`config.mk`:
```
export PLATFORM = sky130hd
export DESIGN_NAME = double_magnitude_adder
export DESIGN_NICKNAME = d
export VERILOG_FILES = /design/src/rtl/dma_pkg.sv /design/src/rtl/dma_align.sv /design/src/rtl/double_magnitude_adder.sv
export SDC_FILE = /design/constraint.sdc
export NUM_CORES = 1
export LEC_CHECK = 0
export BUFFER_PORTS_ARGS = -buffer_cell sky130_fd_sc_hd__buf_2
export CORE_MARGIN = 5
export CORE_UTILIZATION = 50
export DETAILED_ROUTE_END_ITERATION = 10
export HOLD_SLACK_MARGIN = 0.02
export PLACE_DENSITY_LB_ADDON = 0.05
export RECOVER_POWER = 100
export SETUP_SLACK_MARGIN = 0.2
export SYNTH_ARGS = -nofsm -noshare
export SYNTH_HDL_FRONTEND = slang
export SYNTH_SLANG_ARGS = --single-unit
```
`constraint.sdc`:
```
create_clock -name clk -period 12.9 [get_ports clk]
set_input_delay 0 -clock clk [delete_from_list [all_inputs] [get_ports clk]]
set_output_delay 0 -clock clk [all_outputs]
set_load 0.02 [all_outputs]
```
`src/rtl/dma_pkg.sv`:
```
`timescale 1ns / 1ps
package dma_pkg;
	localparam int FracBits = 52;
	localparam int ExpBits = 11;
	localparam int MagBits = 63;
	localparam int WideBits = 57;
	localparam logic [ExpBits-1:0] ExpMax = 11'h7ff;
	localparam logic [MagBits-1:0] InfBits = {ExpMax, {FracBits{1'b0}}};
	localparam int GapLimit = 56;
endpackage

```
`src/rtl/dma_align.sv`:
```
`timescale 1ns / 1ps
module dma_align import dma_pkg::*; (
	input  logic [FracBits:0]  mb,
	input  logic [ExpBits-1:0] gap,
	output logic [WideBits-1:0] wb
);
	logic [WideBits-1:0] ext;
	logic [WideBits-1:0] mask;
	logic [WideBits-1:0] shifted;
	logic                lost;

	always_comb begin
		ext = {1'b0, mb, 3'b000};
		mask = ({WideBits{1'b1}} << gap[5:0]);
		shifted = ext >> gap[5:0];
		lost = |(ext & ~mask);
		if (gap >= ExpBits'(GapLimit)) begin
			wb = {{(WideBits-1){1'b0}}, |mb};
		end else begin
			wb = shifted | {{(WideBits-1){1'b0}}, lost};
		end
	end
endmodule

```
`src/rtl/double_magnitude_adder.sv`:
```
`timescale 1ns / 1ps
// four register stages (s1 to s4) lie between input transfer and the result on the output port
// throughput: one operand pair per cycle while the output is not stalled, set by the four-stage pipeline
// a stalled output holds every stage; nothing is lost or repeated
// reset: arst_n clears all stage valid bits asynchronously
// payload registers are not reset
module double_magnitude_adder import dma_pkg::*; (
	input  logic        clk,
	input  logic        arst_n,
	input  logic        in_valid,
	output logic        in_ready,
	input  logic [63:0] operand_a,
	input  logic [63:0] operand_b,
	output logic        out_valid,
	input  logic        out_ready,
	output logic [62:0] sum_bits,
	output logic        special_input
);
	logic adv;
	logic v_s1, v_s2, v_s3, v_s4;

	// stage 1: swap and unpack
	logic [MagBits-1:0] a_c, b_c, big_c, sml_c;
	logic               sp_c;
	logic [ExpBits-1:0] ea_s1, gap_s1;
	logic [FracBits:0]  ma_s1, mb_s1;
	logic               sp_s1;
	logic [ExpBits-1:0] ea_c, eb_c;

	assign adv = !out_valid || out_ready;
	assign in_ready = adv;

	always_comb begin
		a_c = operand_a[MagBits-1:0];
		b_c = operand_b[MagBits-1:0];
		sp_c = (a_c[MagBits-1:FracBits] == ExpMax) || (b_c[MagBits-1:FracBits] == ExpMax);
		big_c = (a_c < b_c) ? b_c : a_c;
		sml_c = (a_c < b_c) ? a_c : b_c;
		ea_c = (big_c[MagBits-1:FracBits] == '0) ? ExpBits'(1) : big_c[MagBits-1:FracBits];
		eb_c = (sml_c[MagBits-1:FracBits] == '0) ? ExpBits'(1) : sml_c[MagBits-1:FracBits];
	end

	always_ff @(posedge clk) begin
		if (adv) begin
			ea_s1 <= ea_c;
			gap_s1 <= ea_c - eb_c;
			ma_s1 <= {big_c[MagBits-1:FracBits] != '0, big_c[FracBits-1:0]};
			mb_s1 <= {sml_c[MagBits-1:FracBits] != '0, sml_c[FracBits-1:0]};
			sp_s1 <= sp_c;
		end
	end

	// stage 2: align and add
	logic [WideBits-1:0] wb_c, sum_c;
	logic [WideBits-1:0] wa_s2;
	logic [ExpBits-1:0]  ea_s2;
	logic                sp_s2;

	dma_align u_align (
		.mb  (mb_s1),
		.gap (gap_s1),
		.wb  (wb_c)
	);

	assign sum_c = {1'b0, ma_s1, 3'b000} + wb_c;

	always_ff @(posedge clk) begin
		if (adv) begin
			wa_s2 <= sum_c;
			ea_s2 <= ea_s1;
			sp_s2 <= sp_s1;
		end
	end

	// stage 3: normalize and round
	logic [WideBits-1:0] wn_c;
	logic [ExpBits:0]    en_c;
	logic [FracBits+1:0] m_c;
	logic [2:0]          rem_c;
	logic                up_c;
	logic [FracBits+1:0] m_s3;
	logic                up_s3;
	logic [ExpBits:0]    e_s3;
	logic                sp_s3;

	always_comb begin
		if (wa_s2[WideBits-1]) begin
			wn_c = (wa_s2 >> 1) | {{(WideBits-1){1'b0}}, wa_s2[0]};
			en_c = {1'b0, ea_s2} + 1'b1;
		end else begin
			wn_c = wa_s2;
			en_c = {1'b0, ea_s2};
		end
		m_c = {1'b0, wn_c[WideBits-2:3]};
		rem_c = wn_c[2:0];
		up_c = (rem_c > 3'd4) || (rem_c == 3'd4 && m_c[0]);
	end

	always_ff @(posedge clk) begin
		if (adv) begin
			m_s3 <= m_c;
			up_s3 <= up_c;
			e_s3 <= en_c - 1'b1;
			sp_s3 <= sp_s2;
		end
	end

	// stage 4: pack and saturate, zero result on special input
	logic [MagBits:0] res_c;
	logic [62:0]      sum_s4;
	logic             sp_s4;

	always_comb begin
		res_c = ({{(MagBits+1-ExpBits-1){1'b0}}, e_s3} << FracBits)
			+ {{(MagBits+1-FracBits-2){1'b0}}, m_s3} + {{MagBits{1'b0}}, up_s3};
	end

	always_ff @(posedge clk) begin
		if (adv) begin
			sp_s4 <= sp_s3;
			if (sp_s3) begin
				sum_s4 <= '0;
			end else if (res_c >= {1'b0, InfBits}) begin
				sum_s4 <= InfBits;
			end else begin
				sum_s4 <= res_c[MagBits-1:0];
			end
		end
	end

	always_ff @(posedge clk or negedge arst_n) begin
		if (!arst_n) begin
			v_s1 <= 1'b0;
			v_s2 <= 1'b0;
			v_s3 <= 1'b0;
			v_s4 <= 1'b0;
		end else if (adv) begin
			v_s1 <= in_valid;
			v_s2 <= v_s1;
			v_s3 <= v_s2;
			v_s4 <= v_s3;
		end
	end

	assign out_valid = v_s4;
	assign sum_bits = sum_s4;
	assign special_input = sp_s4;
endmodule

```
---- After elaboration in Yosys (flattened, before gate mapping) ----
Index checks and enable logic that the tools add are counted.
operators by class
  $add $sub $neg .......................... 6
  shift operators ......................... 2
  bitwise gates (word level) .............. 4
  magnitude comparators ................... 4
  reduce and logical (&&, ||, !) cells .... 12
  mux-type cells .......................... 8
  eq/ne operators ......................... 3
operators by type and width
  operator               number
  $mux 63                3
  $add 64x1->64          1
  $add 64x53->64         1
  $ge 64x63->1 const B   1
  $lt 63x63->1           1
  $add 56x57->57         1
  $and 56x57->57         1
  $mux 57                1
  $not 57->57            1
  $or 57x1->57           1
  $reduce_or 57->1       1
  $shl 57x6->57 const A  1
  $shr 56x6->57          1
  $mux 56                1
  $or 56x1->56           1
  $reduce_or 53->1       1
  $eq 11x11->1 const B   2
  $logic_not 11->1       2
  $mux 11                2
  $reduce_bool 11->1     2
  $add 11x1->12 const B  1
  $mux 12                1
  $sub 12x1->12 const B  1
  $ge 11x6->1 const B    1
  other kinds (7)        9
storage, ports and cells
  output and inout bits ................... 66
  register bits ........................... 333

---- Longest topological paths before layout ----
  depth after elaboration ................. 7
  depth in mapped cells ................... 26

---- Cells and area by module ----
A second synthesis with hierarchy kept.
unflattened totals
  cell total of the unflattened synthesis .. 2196
  area, all modules ....................... 23667.7 um2
modules (own cells, without submodules)
  module                  instances  cells each  seq. area each (um2)  area an instance (um2)
  double_magnitude_adder  1          1604        9979.6                19219.7
  dma_align               1          592         0.0                   4448.0

---- Worst setup path before layout ----
No wires, ideal clock.
  kind .................................... register to register
  from .................................... reg v_s4 (netlist: out_valid)
  to ...................................... reg v_s1
  path slack .............................. 3.475 ns
  setup time .............................. 0.109 ns
  clock period less this slack ............ 9.425 ns
  data required time ...................... 12.791 ns
  data arrival time ....................... 9.316 ns
  cell stages (with the launch flop) ...... 3
  path through ............................ dfrtp_1 -> nand2b_1 -> mux2_2
on the way
  longest elaborated chain between the ends .. 2
RTL lines
  element                 line                           source
  from (decl)             double_magnitude_adder.sv:20   logic v_s1, v_s2, v_s3, v_s4;
  from (signal assigned)  double_magnitude_adder.sv:141  v_s4 <= v_s3;
  $logic_not 1->1         double_magnitude_adder.sv:30   assign adv = !out_valid || out_ready;
  $logic_or 1x1->1        double_magnitude_adder.sv:30
  net in_ready            double_magnitude_adder.sv:11   output logic in_ready,
  to (signal assigned)    double_magnitude_adder.sv:138  v_s1 <= in_valid;
  to (decl)               double_magnitude_adder.sv:20
The timed path passes the listed nets, and every way through them passes these cells.
A chain may end at the register's enable or synchronous reset.

---- Worst setup path in the final report ----
  from .................................... in operand_a[32]
  to ...................................... reg mb_s1[37], data pin
on the way
  longest elaborated chain between the ends .. 2
RTL lines
  element               line                          source
  from (decl)           double_magnitude_adder.sv:12  input logic [63:0] operand_a,
  $lt 63x63->1          double_magnitude_adder.sv:38  sml_c = (a_c < b_c) ? a_c : b_c;
  $mux 63               double_magnitude_adder.sv:38
  net sml_c[37]         double_magnitude_adder.sv:23  logic [MagBits-1:0] a_c, b_c, big_c, sml_c;
  to (signal assigned)  double_magnitude_adder.sv:48  mb_s1 <= {sml_c[MagBits-1:FracBits] != '0, sml_c[FracBits-1:0]};
  to (decl)             double_magnitude_adder.sv:26  logic [FracBits:0] ma_s1, mb_s1;
The timed path passes the listed nets, and every way through them passes these cells.

==> summary.md <==
| Metric | Value |
|---|---|
| Setup_tns | `0 ns` |
| Critical path type | `input pin to register` |
| Power Density | `190 mW/mm^2` |
| Antenna cells | `0` |
| Post-CTS Hold Buffers | `186` |
| # nets final | `2778` |
| Peak Freq | `0.106 GHz` |
| Fin crit share | `73.4%` |
| Unrepaired setup endpoints after global routing | `no` |
| Final Hold Fails | `0` |
| Hold path depth | `4` |
| Commonest non-fill, non-tap cell in the layout | `edfxtp_1` |
| Die Width | `224 um` |
| Worst hold path class | `input pin to register` |
| Yosys cell types | `77` |
| Sequential share of the synthesized area | `43.6%` |
| Asr flop ratio synth | `1.20%` |
| DPL Wire Length | `46.6 mm` |
| Root Driver | `clkbuf_16` |
| Critical Path End Type | `register` |
| Slew headroom | `-182%` |
| Synth Register Bits | `333` |
| Max cap viols | `8` |
| Worst-path fanout max | `65` |
| Failing checks | `max-capacitance violations, max-slew violations` |
| Post-Syn Area | `0.0229 sq mm` |
| Clk sinks | `333` |
| Run status | `finished, violations left` |
| Layout cells sized above 1 | `13.4%` |
| Postcts setup bufs | `0` |
| Final core utilization | `60.0%` |
| Count of input and output buffers | `195` |
| GRT overflow | `0` |
| Peak supply drop | `0.139 mV` |
| Avg Cell Area, Syn | `10.5 sq um` |
| EDFF count, synth | `329` |
| H-Tree Level Count | `2` |
| Post-Syn Nets | `2443` |
| Wire per inst | `19.9 um` |
| Vias/cell | `5.66` |
| Synth Warn # | `0` |
| Clk Latency, worst-skew pair | `0.56 ns` |
| Largest net degree at the start of global routing | `177` |
| CP startpoint kind | `input pin` |
| Die area | `0.0501 sq mm` |
| Remaining antenna violation count after routing | `0` |
| Vias | `17780` |
| Fin. max-slew vios | `470` |
| DR pass1 iterations | `5` |
| Chip height | `224 um` |
| Worst Skew | `0.0192 ns` |
| Post-synthesis cell count | `2179` |
| Total GRT Usage | `24.5%` |
| R2r worst-path depth | `22` |
| TritonCTS clock tree | `yes` |
| LEAKAGE | `0.0109 uW` |
| Initial Util | `50.5%` |
| Post-Route WL | `62.4 mm` |
| Min cycle time layout | `9.46 ns` |
| Placer congestion estimate | `0.963` |
| Core ar. | `0.0453 sq mm` |
| Most frequent cells in the layout | `329 x edfxtp_1, 215 x nor2_1, 186 x dlygate4sd3_1, 182 x nand2_1, 130 x ha_1` |
| Initial antenna violation count | `0` |
| Top FF cell, synth | `edfxtp_1` |
| # rows | `78` |
| Worst Path Arrival | `9.77 ns` |
| Required @ worst endpoint | `13.20 ns` |
| IO Count | `198` |
| DR iter-0 viols | `1411` |
| Slew at the pin closest to its max-slew limit | `4.23 ns` |
| Area grow syn2layout | `18.7%` |
| Post-CTS sizing | `0` |
| CTS buffer count | `38` |
| CTS Buffer Depth | `3` |
| Vias in the first global route | `17556` |
| Final setup fails | `0` |
| First-pass GRT wire length | `97.7 mm` |
| DRC | `0` |
| Clock-pin slew on the worst setup and hold paths | `0.06 ns` |
## sequential cells by signal, indices dropped and copies added, names as in the netlist, 11 cells and up
signal and cells:
e_s3 12, ea_s1 11, ea_s2 11, gap_s1 11, m_s3 53, ma_s1 53
mb_s1 53, sum_bits 63, wa_s2 57
## cells in the mapped netlist (all sizes together) (6+ instances only)
| library cell | n | area [sq um] |
|---|---|---|
| o22a | 10 | 87.6 |
| xnor2 | 66 | 578 |
| nand4 | 44 | 290 |
| mux2 | 187 | 2110 |
| mux2i | 62 | 621 |
| a221oi | 6 | 52.6 |
| and4 | 6 | 55.1 |
| a21o | 60 | 450 |
| nand2b | 13 | 81.3 |
| a31oi | 24 | 150 |
| nand2 | 182 | 683 |
| o21bai | 6 | 45.0 |
| and2 | 6 | 37.5 |
| buf | 21 | 116 |
| xor2 | 68 | 596 |
| edfxtp | 329 | 9880 |
| clkbuf | 80 | 300 |
| or4 | 7 | 60.1 |
| ha | 130 | 1630 |
| o21a | 9 | 67.6 |
| and3 | 12 | 75.1 |
| nor2 | 255 | 1060 |
| o22ai | 6 | 37.5 |
| a21oi | 124 | 621 |
| nand3 | 63 | 315 |
| nor3 | 32 | 165 |
| mux4 | 26 | 586 |
| or3 | 7 | 43.8 |
| o21ai | 94 | 470 |
| nor2b | 27 | 169 |
| nor4 | 18 | 134 |
| a211oi | 27 | 203 |
| inv | 97 | 364 |
## critical path: stages
cell           delay [ns]
dlygate4sd3_1        0.54
buf_2                0.14
ha_1                 0.31
a21o_1               0.13
a21o_1               0.12
a21oi_1              0.07
o21ai_0              0.36
nor3_1               0.21
o2111ai_1            0.29
a31oi_1              0.39
o221ai_1             1.92
clkbuf_1             1.72
clkbuf_1             2.42
mux2_1               0.45
dlygate4sd3_1        0.57
## kinds of logic after synthesis
family | synth area share (%)
xor gates and xnor gates | 5.13
and+or+nand+nor | 14.1
DFF | 43.6
buffers and inverters | 3.43
adders and majority gates | 7.37
AOI/OAI and AO/OA | 11.8
muxes | 14.5
## path summary, 6_finish.rpt
| path | startpoint | end | slack [ns] |
|---|---|---|---|
| setup reg to reg | gap_s1[1] | wa_s2[54] | 4.44 |
| hold reg to reg | ea_s1[9] | ea_s2[9] | 0.41 |
| setup / recovery | operand_a[32] | mb_s1[37] | 3.44 |
| hold / removal | operand_a[56] | gap_s1[4] | 0.13 |
| min in group asynchronous | arst_n | v_s2 | 0.36 |
| max in group asynchronous | arst_n | out_valid | 12.36 |
## cell type report
cell class	instances	area, sq um
Fill cell	3860	18100
Multi-Input combinational cell	1647	12100
Sequential cell	333	9980
Timing Repair Buffer	396	2850
Clock buffer	45	998
Tap cell	600	751
Inverter	98	368
Clock inverter	22	131
## stage by stage
step	setup WS (ns)	hold slack [ns]	cells	cell area [sq um]	total power [uW]
2_1_floorplan	3.48	-0.296	2179	22900	3550
3_3_place_gp	6.25	-0.190	2888	24300	4120
3_5_place_dp	6.12	-0.185	2888	24300	4130
4_1_cts	6.08	0.102	3141	27300	5190
5_1_grt	2.78	0.160	3141	27200	5490
6_report	3.44	0.130	3141	27200	5170
## routing by layer
| metal | routed length, um | track usage [%] |
|---|---|---|
| met1 | 27800 | 33.9 |
| met2 | 29100 | 40.1 |
| met3 | 3460 | 3.59 |
| met4 | 2080 | 7.43 |
| met5 | 0 | 0 |
## power by group
part	switching (uW)	leakage [uW]	internal, uW
logic	1370	0.00696	818
registers	280	0.00338	1720
clock network	424	0.000556	555
total	2080	0.0109	3100
Power figures use the tool's default switching activity.
